`src/sv/tst_pkg.sv`:
```
`timescale 1ns / 1ps
`default_nettype none
package tst_pkg;

  // default sizes
  localparam int TOPIC_SLOTS_DEF    = 16;
  localparam int SUBS_PER_TOPIC_DEF = 16;
  localparam int KEY_BYTES_DEF      = 8;

  // field widths
  localparam int KEY_FIELD_W = 56;
  localparam int ID_W        = 10;
  localparam int RCNT_W      = 5;

  // request actions
  localparam logic [1:0] ACT_SUBSCRIBE   = 2'd0;
  localparam logic [1:0] ACT_UNSUBSCRIBE = 2'd1;
  localparam logic [1:0] ACT_PUBLISH     = 2'd2;
  localparam logic [1:0] ACT_REMOVE      = 2'd3;

  // result status codes
  localparam logic [2:0] ST_ADDED      = 3'd0;
  localparam logic [2:0] ST_ALREADY    = 3'd1;
  localparam logic [2:0] ST_TABLE_FULL = 3'd2;
  localparam logic [2:0] ST_LIST_FULL  = 3'd3;
  localparam logic [2:0] ST_MISSING    = 3'd4;
  localparam logic [2:0] ST_NOT_SUB    = 3'd5;
  localparam logic [2:0] ST_DONE       = 3'd6;

  typedef struct packed {
    logic [1:0]             action;
    logic [ID_W-1:0]        client_id;
    logic [KEY_FIELD_W-1:0] topic_key;
  } req_word_t;

  typedef struct packed {
    logic [2:0]        status;
    logic              delivery_valid;
    logic [ID_W-1:0]   subscriber_id;
    logic [RCNT_W-1:0] recipient_count;
    logic              last;
  } rsp_word_t;

endpackage
`default_nettype wire

```
`src/sv/topic_subscription_table.sv`:
```
`timescale 1ns / 1ps
`default_nettype none
// channel | valid     | ready     | word
// request | req_valid | req_ready | req (tst_pkg::req_word_t)
// result  | rsp_valid | rsp_ready | rsp (tst_pkg::rsp_word_t)
//
// One request at a time; every memory read has an address state, then a check state.
// Steps per request: accept, compare each topic key, read the count, scan each list
// entry, move the last entry into the hole for a removal, create a topic, append,
// step to each topic in a remove sweep, load the result. Remove sweeps every
// topic in use. Publish emits one word per list entry.
// Reset clears the topic count and control; stores need no clearing pass.
// A full result register stalls the sequencer; a new request is taken while the
// last result still waits.
module topic_subscription_table #(
  parameter int TOPIC_SLOTS    = tst_pkg::TOPIC_SLOTS_DEF,
  parameter int SUBS_PER_TOPIC = tst_pkg::SUBS_PER_TOPIC_DEF,
  parameter int KEY_BYTES      = tst_pkg::KEY_BYTES_DEF
) (
  input  wire logic               clk,
  input  wire logic               rst,
  input  wire logic               req_valid,
  output logic                    req_ready,
  input  wire tst_pkg::req_word_t req,
  output logic                    rsp_valid,
  input  wire logic               rsp_ready,
  output tst_pkg::rsp_word_t      rsp
);

  localparam int KW = ((KEY_BYTES - 1) * 8 < tst_pkg::KEY_FIELD_W) ?
                      (KEY_BYTES - 1) * 8 : tst_pkg::KEY_FIELD_W;
  localparam int TW = (TOPIC_SLOTS > 1) ? $clog2(TOPIC_SLOTS) : 1;
  localparam int UW = $clog2(TOPIC_SLOTS + 1);
  localparam int JW = (SUBS_PER_TOPIC > 1) ? $clog2(SUBS_PER_TOPIC) : 1;
  localparam int CW = $clog2(SUBS_PER_TOPIC + 1);
  localparam int IDS_DEPTH = TOPIC_SLOTS * SUBS_PER_TOPIC;
  localparam int AW = (IDS_DEPTH > 1) ? $clog2(IDS_DEPTH) : 1;

  typedef enum logic [3:0] {
    S_IDLE, S_T_RD, S_T_CHK, S_MISS, S_C_RD, S_C_CHK,
    S_L_RD, S_L_CHK, S_M_RD, S_M_WR, S_APPEND, S_NEXT, S_EMIT
  } state_t;

  state_t                 state;
  logic [1:0]             act;
  logic [tst_pkg::ID_W-1:0] cid;
  logic [KW-1:0]          key;
  logic [TW-1:0]          tcur;
  logic [JW-1:0]          j;
  logic [CW-1:0]          n;
  logic [UW-1:0]          in_use;
  logic [2:0]             res_status;

  logic                   key_we;
  logic [TW-1:0]          key_waddr;
  logic [KW-1:0]          key_rdata;
  logic                   cnt_we;
  logic [TW-1:0]          cnt_waddr;
  logic [CW-1:0]          cnt_wdata;
  logic [CW-1:0]          cnt_rdata;
  logic                   ids_we;
  logic [AW-1:0]          ids_waddr;
  logic [tst_pkg::ID_W-1:0] ids_wdata;
  logic [AW-1:0]          ids_raddr;
  logic [tst_pkg::ID_W-1:0] ids_rdata;
  logic [AW-1:0]          base;
  logic                   slot_free;
  logic                   topic_last;
  logic                   entry_last;
  logic                   can_create;
  logic                   rsp_load;

  assign slot_free  = !rsp_valid || rsp_ready;
  assign topic_last = (UW'(tcur) + UW'(1)) >= in_use;
  assign entry_last = (CW'(j) + CW'(1)) == n;
  assign can_create = in_use != UW'(TOPIC_SLOTS);
  assign req_ready  = (state == S_IDLE);
  assign base       = AW'(tcur) * AW'(SUBS_PER_TOPIC);
  // result register loads a new word this cycle
  assign rsp_load   = slot_free && ((state == S_EMIT) ||
                      ((state == S_L_CHK) && (act == tst_pkg::ACT_PUBLISH)));

  // memory ports
  always_comb begin
    key_we    = (state == S_MISS) && (act == tst_pkg::ACT_SUBSCRIBE) && can_create;
    key_waddr = TW'(in_use);
    cnt_we    = key_we;
    cnt_waddr = TW'(in_use);
    cnt_wdata = '0;
    ids_we    = 1'b0;
    ids_waddr = base + AW'(j);
    ids_wdata = ids_rdata;
    ids_raddr = base + AW'(j);
    unique case (state)
      S_M_RD: begin
        ids_raddr = base + AW'(JW'(n - CW'(1)));
      end
      S_M_WR: begin
        ids_we    = 1'b1;
        cnt_we    = 1'b1;
        cnt_waddr = tcur;
        cnt_wdata = n - CW'(1);
      end
      S_APPEND: begin
        ids_we    = 1'b1;
        ids_waddr = base + AW'(JW'(n));
        ids_wdata = cid;
        cnt_we    = 1'b1;
        cnt_waddr = tcur;
        cnt_wdata = n + CW'(1);
      end
      default: begin
      end
    endcase
  end

  tst_ram #(.DEPTH(TOPIC_SLOTS), .WIDTH(KW)) u_keys (
    .clk(clk), .we(key_we), .waddr(key_waddr), .wdata(key),
    .raddr(tcur), .rdata(key_rdata)
  );

  tst_ram #(.DEPTH(TOPIC_SLOTS), .WIDTH(CW)) u_counts (
    .clk(clk), .we(cnt_we), .waddr(cnt_waddr), .wdata(cnt_wdata),
    .raddr(tcur), .rdata(cnt_rdata)
  );

  tst_ram #(.DEPTH(IDS_DEPTH), .WIDTH(tst_pkg::ID_W)) u_ids (
    .clk(clk), .we(ids_we), .waddr(ids_waddr), .wdata(ids_wdata),
    .raddr(ids_raddr), .rdata(ids_rdata)
  );

  // request sequencer and result register
  always_ff @(posedge clk) begin
    if (rst) begin
      state     <= S_IDLE;
      in_use    <= '0;
      rsp_valid <= 1'b0;
    end else begin
      if (rsp_valid && rsp_ready && !rsp_load) begin
        rsp_valid <= 1'b0;
      end
      unique case (state)
        S_IDLE: begin
          if (req_valid) begin
            act  <= req.action;
            cid  <= req.client_id;
            key  <= req.topic_key[KW-1:0];
            tcur <= '0;
            if (req.action == tst_pkg::ACT_REMOVE) begin
              res_status <= tst_pkg::ST_DONE;
              state      <= (in_use == '0) ? S_EMIT : S_C_RD;
            end else begin
              state <= (in_use == '0) ? S_MISS : S_T_RD;
            end
          end
        end
        S_T_RD: begin
          state <= S_T_CHK;
        end
        // compare one stored key
        S_T_CHK: begin
          if (key_rdata == key) begin
            state <= S_C_RD;
          end else if (topic_last) begin
            state <= S_MISS;
          end else begin
            tcur  <= tcur + TW'(1);
            state <= S_T_RD;
          end
        end
        // topic absent: create it for subscribe if the table has room, else report
        S_MISS: begin
          if (act != tst_pkg::ACT_SUBSCRIBE) begin
            res_status <= tst_pkg::ST_MISSING;
            state      <= S_EMIT;
          end else if (!can_create) begin
            res_status <= tst_pkg::ST_TABLE_FULL;
            state      <= S_EMIT;
          end else begin
            tcur   <= TW'(in_use);
            in_use <= in_use + UW'(1);
            n      <= '0;
            state  <= S_APPEND;
          end
        end
        S_C_RD: begin
          state <= S_C_CHK;
        end
        // list length known
        S_C_CHK: begin
          n <= cnt_rdata;
          j <= '0;
          if (cnt_rdata != '0) begin
            state <= S_L_RD;
          end else begin
            case (act)
              tst_pkg::ACT_SUBSCRIBE: state <= S_APPEND;
              tst_pkg::ACT_UNSUBSCRIBE: begin
                res_status <= tst_pkg::ST_NOT_SUB;
                state      <= S_EMIT;
              end
              tst_pkg::ACT_PUBLISH: begin
                res_status <= tst_pkg::ST_DONE;
                state      <= S_EMIT;
              end
              default: state <= S_NEXT;
            endcase
          end
        end
        S_L_RD: begin
          state <= S_L_CHK;
        end
        // one list entry
        S_L_CHK: begin
          if (act == tst_pkg::ACT_PUBLISH) begin
            if (slot_free) begin
              rsp_valid           <= 1'b1;
              rsp.status          <= tst_pkg::ST_DONE;
              rsp.delivery_valid  <= 1'b1;
              rsp.subscriber_id   <= ids_rdata;
              rsp.recipient_count <= tst_pkg::RCNT_W'(n);
              rsp.last            <= entry_last;
              if (entry_last) begin
                state <= S_IDLE;
              end else begin
                j     <= j + JW'(1);
                state <= S_L_RD;
              end
            end
          end else if (ids_rdata == cid) begin
            if (act == tst_pkg::ACT_SUBSCRIBE) begin
              res_status <= tst_pkg::ST_ALREADY;
              state      <= S_EMIT;
            end else begin
              state <= S_M_RD;
            end
          end else if (entry_last) begin
            case (act)
              tst_pkg::ACT_SUBSCRIBE: begin
                if (n >= CW'(SUBS_PER_TOPIC)) begin
                  res_status <= tst_pkg::ST_LIST_FULL;
                  state      <= S_EMIT;
                end else begin
                  state <= S_APPEND;
                end
              end
              tst_pkg::ACT_UNSUBSCRIBE: begin
                res_status <= tst_pkg::ST_NOT_SUB;
                state      <= S_EMIT;
              end
              default: state <= S_NEXT;
            endcase
          end else begin
            j     <= j + JW'(1);
            state <= S_L_RD;
          end
        end
        S_M_RD: begin
          state <= S_M_WR;
        end
        // last entry moved into the hole
        S_M_WR: begin
          if (act == tst_pkg::ACT_REMOVE) begin
            state <= S_NEXT;
          end else begin
            res_status <= tst_pkg::ST_DONE;
            state      <= S_EMIT;
          end
        end
        S_APPEND: begin
          res_status <= tst_pkg::ST_ADDED;
          state      <= S_EMIT;
        end
        // remove sweep: next topic
        S_NEXT: begin
          if (topic_last) begin
            res_status <= tst_pkg::ST_DONE;
            state      <= S_EMIT;
          end else begin
            tcur  <= tcur + TW'(1);
            state <= S_C_RD;
          end
        end
        // single result word
        S_EMIT: begin
          if (slot_free) begin
            rsp_valid           <= 1'b1;
            rsp.status          <= res_status;
            rsp.delivery_valid  <= 1'b0;
            rsp.subscriber_id   <= '0;
            rsp.recipient_count <= '0;
            rsp.last            <= 1'b1;
            state               <= S_IDLE;
          end
        end
        default: state <= S_IDLE;
      endcase
    end
  end

endmodule
`default_nettype wire

```
`src/sv/tst_ram.sv`:
```
`timescale 1ns / 1ps
`default_nettype none
module tst_ram #(
  parameter int DEPTH = 16,
  parameter int WIDTH = 8
) (
  input  wire logic                                  clk,
  input  wire logic                                  we,
  input  wire logic [(DEPTH > 1 ? $clog2(DEPTH) : 1)-1:0] waddr,
  input  wire logic [WIDTH-1:0]                      wdata,
  input  wire logic [(DEPTH > 1 ? $clog2(DEPTH) : 1)-1:0] raddr,
  output logic      [WIDTH-1:0]                      rdata
);

  logic [WIDTH-1:0] mem [DEPTH];

  // one write port, one registered read port
  always_ff @(posedge clk) begin
    if (we) begin
      mem[waddr] <= wdata;
    end
    rdata <= mem[raddr];
  end

endmodule
`default_nettype wire

```
`config.mk`:
```
export PLATFORM = sky130hd
export DESIGN_NAME = topic_subscription_table
export DESIGN_NICKNAME = d
export VERILOG_FILES = /design/src/sv/tst_pkg.sv /design/src/sv/topic_subscription_table.sv /design/src/sv/tst_ram.sv
export SDC_FILE = /design/constraint.sdc
export NUM_CORES = 2
export LEC_CHECK = 0
export BUFFER_PORTS_ARGS = -buffer_cell sky130_fd_sc_hd__buf_2
export CAP_MARGIN = 20
export CELL_PAD_IN_SITES_DETAIL_PLACEMENT = 1
export CELL_PAD_IN_SITES_GLOBAL_PLACEMENT = 2
export CORE_ASPECT_RATIO = 1.5
export CORE_MARGIN = 3
export CORE_UTILIZATION = 25
export CTS_CLUSTER_SIZE = 16
export DETAILED_ROUTE_END_ITERATION = 12
export PLACE_DENSITY = 0.56
export SYNTH_ARGS = -nofsm -noshare
export SYNTH_HDL_FRONTEND = slang
export SYNTH_SLANG_ARGS = --single-unit
```
`constraint.sdc`:
```
create_clock -name clk -period 13.8 [get_ports clk]
set_input_delay 0.69 -clock clk [delete_from_list [all_inputs] [get_ports clk]]
set_output_delay 0.69 -clock clk [all_outputs]
set_load 0.02 [all_outputs]
```
==> impl_metrics.json <==
{
  "cts_made_buffers": 365,
  "cts_tree": "built",
  "holdPathEnd": "key[0]$_DFFE_PP_",
  "root_buffer": "clkbuf_16",
  "seq_area_um2": 110900,
  "die_area_um2": 584400,
  "rsz0062_at_grt": "no",
  "finalHoldViolCount": 0,
  "fmax_mhz": 147.3,
  "clkLatencyLatePin_ps": 970,
  "place_area_um2": 156100,
  "rr_endpoint": "u_ids.rdata[3]$_DFF_P_",
  "ctsResizeCount": 0,
  "initial_core_util_pct": 25.13,
  "synthTopCellsByCount": "3,640 x edfxtp_1, 1,361 x nand2_1, 532 x mux4_2",
  "cp-start-kind": "flip-flop",
  "hold_start": "req[0]",
  "relSlewSlack_pct": 18.92,
  "period_share_pct": 49.18,
  "drtIter0Drc": 7592,
  "multiInputGateArea_um2": 31270,
  "post-route-cell-area_um2": 168900,
  "drc": 0,
  "finalWirelength_um": 540500,
  "vias_per_cell": 4.926,
  "cp.buffers_inverters": 4,
  "finalSetupViolations": 0,
  "reg2reg_slack_ps": 7010,
  "max_stage_delay_ps": 930,
  "worstHoldPathCells": 1,
  "drv_cap": 0,
  "wl_per_cell_um": 32.34,
  "synth_edf_count": 3640,
  "post-place-ws_ps": 7102,
  "fillers": 59152,
  "cpMaxStageDelayCell": "a221oi_1",
  "cp.arrival_ps": 7640,
  "yosysMostFrequentCell": "edfxtp_1",
  "grt_pass1_wl_um": 737800,
  "hold_path_class": "in -> reg",
  "p_per_area_nw_per_um2": 181.0,
  "area_delta_synth_final_pct": 17.46,
  "synth_cell_type_count": 70,
  "critPathCaptureType": "flip-flop",
  "cp.required_ps": 14650,
  "critPathKind": "reg -> reg",
  "synth.area.top_cells": "edfxtp_1 76%, mux4_2 8.3%, nand2_1 3.6%",
  "core_area_um2": 572200,
  "drive_above_1_share_pct": 19.44,
  "ioPinCount": 94,
  "syn_nets": 8417,
  "clkSlewWorstSetupHoldPaths_ps": 60,
  "die_h_um": 934.8,
  "syn_area_um2": 143800,
  "syn_area_per_cell_um2": 17.27,
  "rr_worst_depth": 10,
  "synthArstFlopShare_pct": 0,
  "worstPathMaxFanout": 71,
  "place.gp.congestion": 0.8480,
  "cts_max_path_buffers": 4,
  "htreeDepth": 5,
  "final_antenna_net_count": 0,
  "synth.largest_area_cell": "edfxtp_1",
  "worstMarginPinSlew_ps": 1216,
  "crit_top_cell": "buf_4",
  "synth-seq-area-share_pct": 77.15,
  "grt-ovfl-total": 0,
  "r2r_start": "state[3]$_SDFFE_PP0P_",
  "io_buffers": 93,
  "track_usage_pct": 18.04,
  "antenna_found_initial": 34,
  "setup_tns_ps": 0,
  "path_cells": "nor4b_4 -> buf_8 -> mux2i_4 -> buf_12 -> buf_4 -> buf_4 -> mux4_2 -> a221oi_1 -> a31oi_1 -> a32o_1",
  "route.vias.total": 82332,
  "final_nets": 8951,
  "fp-row-count": 340,
  "die_w_um": 625.2,
  "power_mw": 30.57,
  "synth_seq_cells": 3721,
  "skew_ps": 99.78,
  "synth_cells": 8324,
  "ys_warn_count": 0,
  "fin_ws_ps": 7013,
  "clkSinkCount": 3721,
  "leakage_nw": 53.22,
  "status": "completed",
  "synth.top_cell.area_share_pct": 76.02,
  "min_period_ps": 6787,
  "irDropWorstVdd_mv": 0.1588,
  "path_delay_family": "compound AO/OA/AOI/OAI gates",
  "hpwl_um": 343100,
  "ys.flop_type": "edfxtp_1",
  "grt_max_degree": 108,
  "grt_pass1_vias": 86262,
  "dr.pass1.iters": 5,
  "drv_slew": 0
}
-- stage by stage --
| step | hold WS, ps | std cells | util [%] |
|---|---|---|---|
| after floorplan | 477.3 | 8324 | - |
| after global placement | 509.6 | 15845 | 27.12 |
| after detailed placement | 510.4 | 15930 | 27.27 |
| after CTS | 0.8927 | 16662 | 29.45 |
| after global routing | 78.79 | 16702 | 29.51 |
| final | 87.23 | 16714 | 29.52 |
-- routing by layer --
layer	share of wire, %	GRT usage (%)	up-vias
met4	5.3	8.626	12
li1	-	-	33824
met3	4.4	2.103	807
met2	53	33.21	2639
met5	0.012	0	-
met1	37	20.63	45050
-- cells by family (layout without fill, tap and decap cells) --
| logic type | count (synthesis) | count (layout) | share of synthesized area (%) |
|---|---|---|---|
| fa+ha+maj | 21 | 21 | 0.1827 |
| flops | 3721 | 3721 | 77.15 |
| other cells | 0 | 30 | 0 |
| xor+xnor | 81 | 81 | 0.4934 |
| compound gates | 889 | 889 | 4.141 |
| buf+inv | 512 | 1348 | 1.544 |
| simple gates | 2415 | 2415 | 7.088 |
| mux | 685 | 685 | 9.401 |
-- what timing repair did --
action | 4_1_cts | 5_1_grt
hold buffers | 63 | 1
setup endpoints to repair | 0 | 0
endpoints found under the hold margin | 63 | 1
setup buffers | 0 | 0
-- cell type report --
class	instances	share of cell area, %
clock inverters	208	1.244
diodes	30	0.04445
well taps	7524	5.574
flip-flops and latches	3721	65.68
multi-input cells	4091	18.51
clock buffers	461	5.768
repair buffers	655	3.118
inverters	24	0.05334
-- layout by cell type, fill, tap and decap left out, types with 63 or more instances in the layout --
master         Yosys  final
nor2_1           386    346
clkinv_2           0     69
nand2_1         1361   1332
a32oi_1           90     90
mux4_2           532    532
dlygate4sd3_1      0     64
mux2i_1          150    145
clkinv_1           2     63
a22oi_1          128    128
clkbuf_1         230     77
nand4_1           81     81
a21oi_1          278    277
a31oi_1          120    120
edfxtp_1        3640   3640
clkbuf_16          0    370
nand3_1          430    428
xor2_1            64     64
buf_2            120     99
buf_4             19    417
dfxtp_1           81     81
-- registers in the layout (all words and copies together), names as in the netlist, 5 cells and up --
name            count
cid                10
in_use              5
key                56
n                   5
rsp                20
u_counts.mem       80
u_counts.rdata      5
u_ids.mem        2560
u_ids.rdata        10
u_keys.mem        896
u_keys.rdata       56
-- worst register-to-register path, stage by stage, from the launching register on --
cell and delay (ps):
dfxtp_1 780, nor4b_4 510, buf_8 230, mux2i_4 310, buf_12 290, buf_4 1160
buf_4 660, mux4_2 630, a221oi_1 930, a31oi_1 710, a32o_1 440
-- power breakdown --
group / internal (mW) / switching (mW) / leakage, nW
registers: 14.0 / 0.289 / 33.5
clock network: 5.66 / 4.49 / 5.76
logic: 1.51 / 4.63 / 14.0
-- how the worst max path moves through the flow --
stage	startpoint	to	cells after the start
finish	state[3]$_SDFFE_PP0P_	u_ids.rdata[3]$_DFF_P_	10
global route	state[3]$_SDFFE_PP0P_	u_ids.rdata[3]$_DFF_P_	10
CTS	state[3]$_SDFFE_PP0P_	u_ids.rdata[3]$_DFF_P_	10
detailed placement	state[3]$_SDFFE_PP0P_	u_ids.rdata[3]$_DFF_P_	10
global placement	state[3]$_SDFFE_PP0P_	u_ids.rdata[1]$_DFF_P_	10
floorplan	rst	act[0]$_DFFE_PP_	2
Note: power is estimated with default switching activity, not from simulation.
